`src/hid_ram.sv`:
```
// Generic simple dual-port RAM with one write port and a registered read port.
module hid_ram #(
    parameter int WIDTH = 8,
    parameter int DEPTH = 16
) (
    input  logic                     i_clk,
    input  logic                     i_we,
    input  logic [$clog2(DEPTH)-1:0] i_waddr,
    input  logic [WIDTH-1:0]         i_wdata,
    input  logic [$clog2(DEPTH)-1:0] i_raddr,
    output logic [WIDTH-1:0]         o_rdata
);

    logic [WIDTH-1:0] r_mem [DEPTH];
    logic [WIDTH-1:0] r_rdata;

    // Write port
    always_ff @(posedge i_clk) begin
        if (i_we) begin
            r_mem[i_waddr] <= i_wdata;
        end
    end

    // Registered read port
    always_ff @(posedge i_clk) begin
        r_rdata <= r_mem[i_raddr];
    end

    assign o_rdata = r_rdata;

endmodule

```
`config.mk`:
```
export PLATFORM = sky130hd
export DESIGN_NAME = hid_ram
export DESIGN_NICKNAME = d
export VERILOG_FILES = /design/src/hid_ram.sv
export SDC_FILE = /design/constraint.sdc
export NUM_CORES = 1
export LEC_CHECK = 0
export ABC_CLOCK_PERIOD_IN_PS = 3050
export BUFFER_PORTS_ARGS = -buffer_cell sky130_fd_sc_hd__buf_4
export CAP_MARGIN = 20
export CORE_MARGIN = 10
export CORE_UTILIZATION = 54
export CTS_BUF_LIST = sky130_fd_sc_hd__clkbuf_4 sky130_fd_sc_hd__clkbuf_8 sky130_fd_sc_hd__clkbuf_16
export CTS_CLUSTER_DIAMETER = 150
export DETAILED_ROUTE_END_ITERATION = 10
export PLACE_DENSITY = 0.72
export SYNTH_ARGS = -nofsm -noshare
export SYNTH_HDL_FRONTEND = slang
export SYNTH_SLANG_ARGS = --single-unit
```
`constraint.sdc`:
```
create_clock -name i_clk -period 3.05 [get_ports i_clk]
set_clock_uncertainty 0.15 [all_clocks]
set_input_delay 0.61 -clock i_clk [delete_from_list [all_inputs] [get_ports i_clk]]
set_output_delay 0.61 -clock i_clk [all_outputs]
set_load 0.02 [all_outputs]
```
# --- After elaboration in Yosys (flattened, before gate mapping) ---
# Memory sizes are Yosys's and may differ from the RTL's. A register that Yosys moved wholly into a read port is not among the register bits.
# Cells that the tools add are included.
totals:
  register_bits: 0
  latchBits: 0
  mem_bits_rw: 128
  rom_bits: 0
  input_bits: 18
  elab_cells: 3
  n_memories: 1
op_classes:
  add_sub_neg: 0
  multipliers: 0
  div: 0
  order_cmp: 0
  n_eq_ne: 0
  shifts: 0
  n_mux: 2
  n_bitwise: 0
  reduce_logical: 0
memory_table:
  columns: ["name", "depth", "width", "rd", "rd_clocked_by_memory_dff", "wr", "line_no", "rtl"]
  rows:
  - ["r_mem", 16, 8, 1, 1, 1, "14", "logic [WIDTH-1:0] r_mem [DEPTH];"]
ops:
  columns: ["cell", "n"]
  rows:
  - ["two-way mux 1 bit", 2]

# --- Logic depth before layout (Yosys ltp) ---
# Gate-level depths: netlist of run 1.
logic_depth:
  ltp_word: 2
  mapped_depth: 5
  depth_no_buf: 3

# --- Worst setup path after synthesis of run 1 ---
# No wires, ideal clock.
synth_path:
  path_type: "input-to-reg"
  start: "input port i_waddr[2]"
  end: "memory r_mem[0][0], enable pin"
  arrival_time_ns: 1.720
  slack_ns: 0.797
  cell_stages: 2
  cell_sequence: "or3b_2 -> nor3_1"
synth_rtl:
  columns: ["element", "line_no", "rtl"]
  rows:
  - ["from (decl)", "8", "input logic [$clog2(DEPTH)-1:0] i_waddr,"]
  - ["to (decl)", "14", null]
# No word-level cell before the write port.

# --- Worst setup path in the final report of run 1 ---
layout_path:
  start: "input port i_waddr[2]"
  end: "memory r_mem[2][4], enable pin"
# No word-level cell before the write port.

==> results.toml, run 1 <==
[drt]
ant_nets = 0
routed_wl_um = 9430
viasPerCell = 5.73
drt_iter0_drc = 223
firstDrtPassIters = 4
wl_per_cell_um = 22.4
drcViolationCount = 0
vias = 2418

[layout]
area_growth_pct = 19.4
nFillCells = 587
layout_commonest_cell = "edfxtp_1"
finalNetCount = 298
final_cells = 422
drive_above_1_share_pct = 31.7
layout_common_cells = "edfxtp_1 (128), buf_4 (42), mux4_2 (18)"
diodes = 0

[sta]
finalSetupTns_ns = 0
max-slew-margin-rel_pct = 43.1
finalCritPeriodShare_pct = 63.2
maxSlewViolCount = 0
finalHoldViolCount = 0
setup_viol = 0
rsz0062_at_grt = "false"
period_needed_ns = 1.93
hold_slack_ns = 0.252
max_freq_ghz = 0.519
tightest_slew_ns = 0.851

[global_routing]
grt_pass1_wl_um = 14900
grt_remaining_overflow = 0
first_global_vias = 2582
antenna_found_initial = 0
grt_max_degree = 33
grt_usage_pct = 14.5

[critical_path]
critical_path.startpoint = "i_waddr[2]"
cp_data_arrival_time_ns = 1.91
cp_max_fo = 8
endpoint_kind = "register"
reg2reg_from = "r_mem[2][5]"
slowest_stage = "nor2_1"
crit_type = "in2reg"
path_cells = "buf_4, or3b_2, nor2_1"
slowest_delay_ns = 0.67
critPathRequiredTime_ns = 3.04
cp_num_buf_inv = 1
cp-start-kind = "input port"
critPathTopFamily = "simple AND/OR/NAND/NOR gates"

[synthesis]
synth_nets = 247
synth_area_leaders = "edfxtp_1 (75%), mux4_2 (7.9%), mux4_1 (7.1%), dfxtp_1 (3.1%), a22oi_1 (2.3%)"
avgSynthCellArea_um2 = 22.5
ys_seq_area_share_pct = 77.8
synthDistinctLibCells = 19
netlist_area_um2 = 5150
syn_inst = 229
ys_seq_elements = 136
synth_warnings = 0
yosysTopAreaCell = "edfxtp_1"
synth_top_area_share_pct = 74.7

[clocking]
htreeDepth = 4
cts_sinks = 136
root_buffer = "clkbuf_8"
cts-root-to-sink-buffers = 2
cts_setup_buffers = 0
cts_resized = 0
hold_buffers = 0
cts_buffers = 17
clk_latency_ns = 0.51
cts_tree = "yes"
clk_pin_slew_ns = 0.06

[power]
peakVddDrop_uv = 313
power.density_nw_per_um2 = 709
power_uw = 4360
power.leakage_uw = 0.00210

[worst_hold_path]
worstHoldStart = "i_wdata[1]"
hold_path.class = "in2reg"

[place]
hpwlAfterDp_um = 5940
io_buffers = 25
gp_congestion = 0.723
dp_cells = 390

[floorplanning]
boundaryPins = 26
initial_core_util_pct = 55.7
core-area_um2 = 9240
dieHeight_um = 118
dieWidth_um = 118
fp-row-count = 35
die-area_um2 = 13800

[flow_run]
maxCapViolations = 0

[outcome]
status = "finished, final reports clean"
[per-layer routing]
layer | global-route usage (%) | wire, um | vias up | part of all wire (%)
li1 | - | - | 1079 | -
met1 | 17.8 | 3710 | 1216 | 39
met2 | 22.8 | 4760 | 111 | 50
met3 | 5.08 | 835 | 12 | 8.9
met4 | 6.34 | 127 | 0 | 1.3
met5 | 0 | 0 | - | 0
[synth_stat cells]
library cell / number
a22oi_1: 16
and2_1: 1
and2b_1: 1
buf_2: 3
buf_4: 1
buf_6: 3
clkdlybuf4s25_2: 3
dfxtp_1: 8
edfxtp_1: 128
mux4_1: 14
mux4_2: 18
nand2_1: 9
nand2b_1: 2
nand3_1: 1
nand3b_1: 2
nor2_1: 13
nor2b_1: 1
nor3_1: 4
or3b_2: 1
[through the flow]
stage          util (%)  setup slack (ns)  area, um2
2_1_floorplan         -             0.797       5150
3_3_place_gp       59.9             0.603       5540
3_5_place_dp       59.9             0.594       5540
4_1_cts            66.5              1.12       6140
5_1_grt            66.5              1.09       6140
6_report           66.5              1.12       6140
[worst reg2reg max path, delay by kind of cell (launching register included)]
kind               cells  cell delay, ns
muxes                  1            0.52
DFF                    1            0.37
AOI/OAI and AO/OA      1            0.30
and+or+nand+nor        1            0.08
[path summary, 6_finish.rpt]
kind | to | slack, ns | cells after the start
max | r_mem[2][4] | 1.12 | 3
max reg2reg | o_rdata[5] | 1.51 | 3
min reg2reg | o_rdata[3] | 0.50 | 3
min | r_mem[6][1] | 0.25 | 1
[cell families (layout without fill, tap and decap cells)]
family,count (synthesis),count (layout),share of synthesized area (%)
flip-flops,136,136,77.8
AND/OR/NAND/NOR,35,35,3.18
multiplexers,32,32,15.0
AO/OA/AOI/OAI,16,16,2.33
buffers and inverters,10,74,1.68
[state kept, by name (all words and copies together) (netlist names)]
register and count:
r_mem 128, o_rdata 8
[final cells by class]
type,count,area (um2),share of cell area (%)
flip-flops and latches,136,4000,65.2
multi-input cells,83,1060,17.2
clock buffers,22,464,7.55
repair buffers,42,315,5.13
well taps,129,161,2.63
clock inverters,10,143,2.32
[report_power, final]
part	total (uW)	internal, uW	switching (uW)	leakage [uW]
clock network	2040	1320	722	0.000300
registers	2100	2090	10.9	0.00122
logic	214	93.6	120	0.000581
total	4360	3500	853	0.00210
Power figures use the tool's default switching activity.
==> inputs of run 2 (changes only) <==
--- a/config.mk
+++ b/config.mk
@@ -5,7 +5,7 @@
 export SDC_FILE = /design/constraint.sdc
 export NUM_CORES = 1
 export LEC_CHECK = 0
-export ABC_CLOCK_PERIOD_IN_PS = 3050
+export ABC_CLOCK_PERIOD_IN_PS = 1900
 export BUFFER_PORTS_ARGS = -buffer_cell sky130_fd_sc_hd__buf_4
 export CAP_MARGIN = 20
 export CORE_MARGIN = 10
==> constraint.sdc (replaced) <==
create_clock -name i_clk -period 1.9 [get_ports i_clk]
set_clock_uncertainty 0.15 [all_clocks]
set_input_delay 0.38 -clock i_clk [delete_from_list [all_inputs] [get_ports i_clk]]
set_output_delay 0.38 -clock i_clk [all_outputs]
set_load 0.02 [all_outputs]
==> results.toml, run 2 (synthesized netlist as in run 1, its figures left out) <==
[global_routing]
grt_remaining_overflow = 0
grt_usage_pct = 15.5
antenna_found_initial = 0
first_global_vias = 2658
grt_pass1_wl_um = 15900
grt_max_degree = 17

[critical_path]
cp_num_buf_inv = 1
reg2reg_to = "o_rdata[5]"
endpoint_kind = "output pin"
critPathRequiredTime_ns = 1.37
reg2reg_slack_ns = 0.37
slowest_stage = "dfxtp_1"
critPathTopFamily = "flip-flops"
crit_cells = 1
cp_max_fo = 1
cp_data_arrival_time_ns = 1.05
cp-start-kind = "register"
critical_path.startpoint = "o_rdata[7]"
path_cells = "buf_4"
crit_type = "reg2out"
slowest_delay_ns = 0.37
r2r_cells = 3
cp-endpoint = "o_rdata[7]"
reg2reg_from = "r_mem[1][5]"

[power]
peakVddDrop_uv = 731
power.density_nw_per_um2 = 1120
power_uw = 7030
power.leakage_uw = 0.00216

[drt]
drcViolationCount = 0
ant_nets = 0
drt_iter0_drc = 213
firstDrtPassIters = 5
routed_wl_um = 10100
vias = 2467
wl_per_cell_um = 23.5
viasPerCell = 5.74

[sta]
setup_viol = 0
period_needed_ns = 1.58
finalHoldViolCount = 0
max-slew-margin-rel_pct = 74.7
max_freq_ghz = 0.631
tightest_slew_ns = 0.380
rsz0062_at_grt = "false"
maxSlewViolCount = 0
finalCritPeriodShare_pct = 83.4

[layout]
largest_reg_flops = 128
layout_common_cells = "edfxtp_1 (128), buf_4 (45), mux4_2 (18)"
diodes = 0
area_growth_pct = 21.7
layout_commonest_cell = "edfxtp_1"
nFillCells = 585
final_cells = 430
drive_above_1_share_pct = 33.9
finalNetCount = 306
regMostFlops = "r_mem"

[place]
dp_cells = 398
io_buffers = 25
gp_congestion = 0.773
hpwlAfterDp_um = 6710

[clocking]
root_buffer = "clkbuf_8"
cts_buffers = 17
htreeDepth = 4
cts_resized = 0
cts_setup_buffers = 0
cts_tree = "yes"
clk_latency_ns = 0.52
cts_sinks = 136
hold_buffers = 0
cts-root-to-sink-buffers = 2
clk_pin_slew_ns = 0.06

[floorplanning]
dieHeight_um = 118
dieWidth_um = 118
core-area_um2 = 9240
die-area_um2 = 13800
boundaryPins = 26
initial_core_util_pct = 55.7
fp-row-count = 35

[flow_run]
maxCapViolations = 0

[worst_hold_path]
hold_path.class = "in2reg"
min_path_cells = 1

[outcome]
status = "finished, final reports clean"
run 2: stage by stage:
| step | hold slack, ns | instance area, um2 | setup WS [ns] | util (%) | setup TNS, ns |
|---|---|---|---|---|---|
| floorplan | 0.329 | 5150 | 0.104 | - | 0 |
| global placement | 0.500 | 5670 | -0.00744 | 61.3 | -0.00744 |
| detailed placement | 0.516 | 5670 | -0.0296 | 61.3 | -0.0759 |
| CTS | 0.00368 | 6270 | 0.274 | 67.8 | 0 |
| global route | 0.0170 | 6270 | 0.285 | 67.8 | 0 |
| finish | 0.0202 | 6270 | 0.315 | 67.8 | 0 |
run 2: cell type report:
| class | count | area [um2] | share of cell area (%) |
|---|---|---|---|
| Tap cell | 129 | 161 | 2.58 |
| Clock buffer | 19 | 429 | 6.85 |
| Clock inverter | 13 | 171 | 2.74 |
| Sequential cell | 136 | 4000 | 63.9 |
| Multi-Input combinational cell | 83 | 1060 | 17.0 |
| Timing Repair Buffer | 50 | 438 | 6.99 |
run 2: power breakdown:
group | internal [uW] | total [uW] | leakage (uW) | switching (uW)
combinational | 173 | 372 | 0.000645 | 199
sequential | 3350 | 3380 | 0.00122 | 22.6
clock | 2040 | 3280 | 0.000290 | 1240
total | 5570 | 7030 | 0.00216 | 1460
run 2: worst min path at each step:
stage / endpoint / start / slack (ns)
global placement: o_rdata[5] / r_mem[12][5] / 0.50
floorplan: r_mem[0][0] / i_wdata[0] / 0.33
global route: r_mem[7][1] / i_wdata[1] / 0.02
CTS: r_mem[7][1] / i_wdata[1] / 0.004
detailed placement: o_rdata[5] / r_mem[14][5] / 0.52
finish: r_mem[5][6] / i_wdata[6] / 0.02
run 2: per-layer routing:
| layer | part of all wire (%) | track usage (%) | wire length, um |
|---|---|---|---|
| met1 | 42 | 20.0 | 4260 |
| met2 | 51 | 24.2 | 5180 |
| met3 | 5.0 | 4.17 | 503 |
| met4 | 1.6 | 6.72 | 166 |
| met5 | 0 | 0 | 0 |
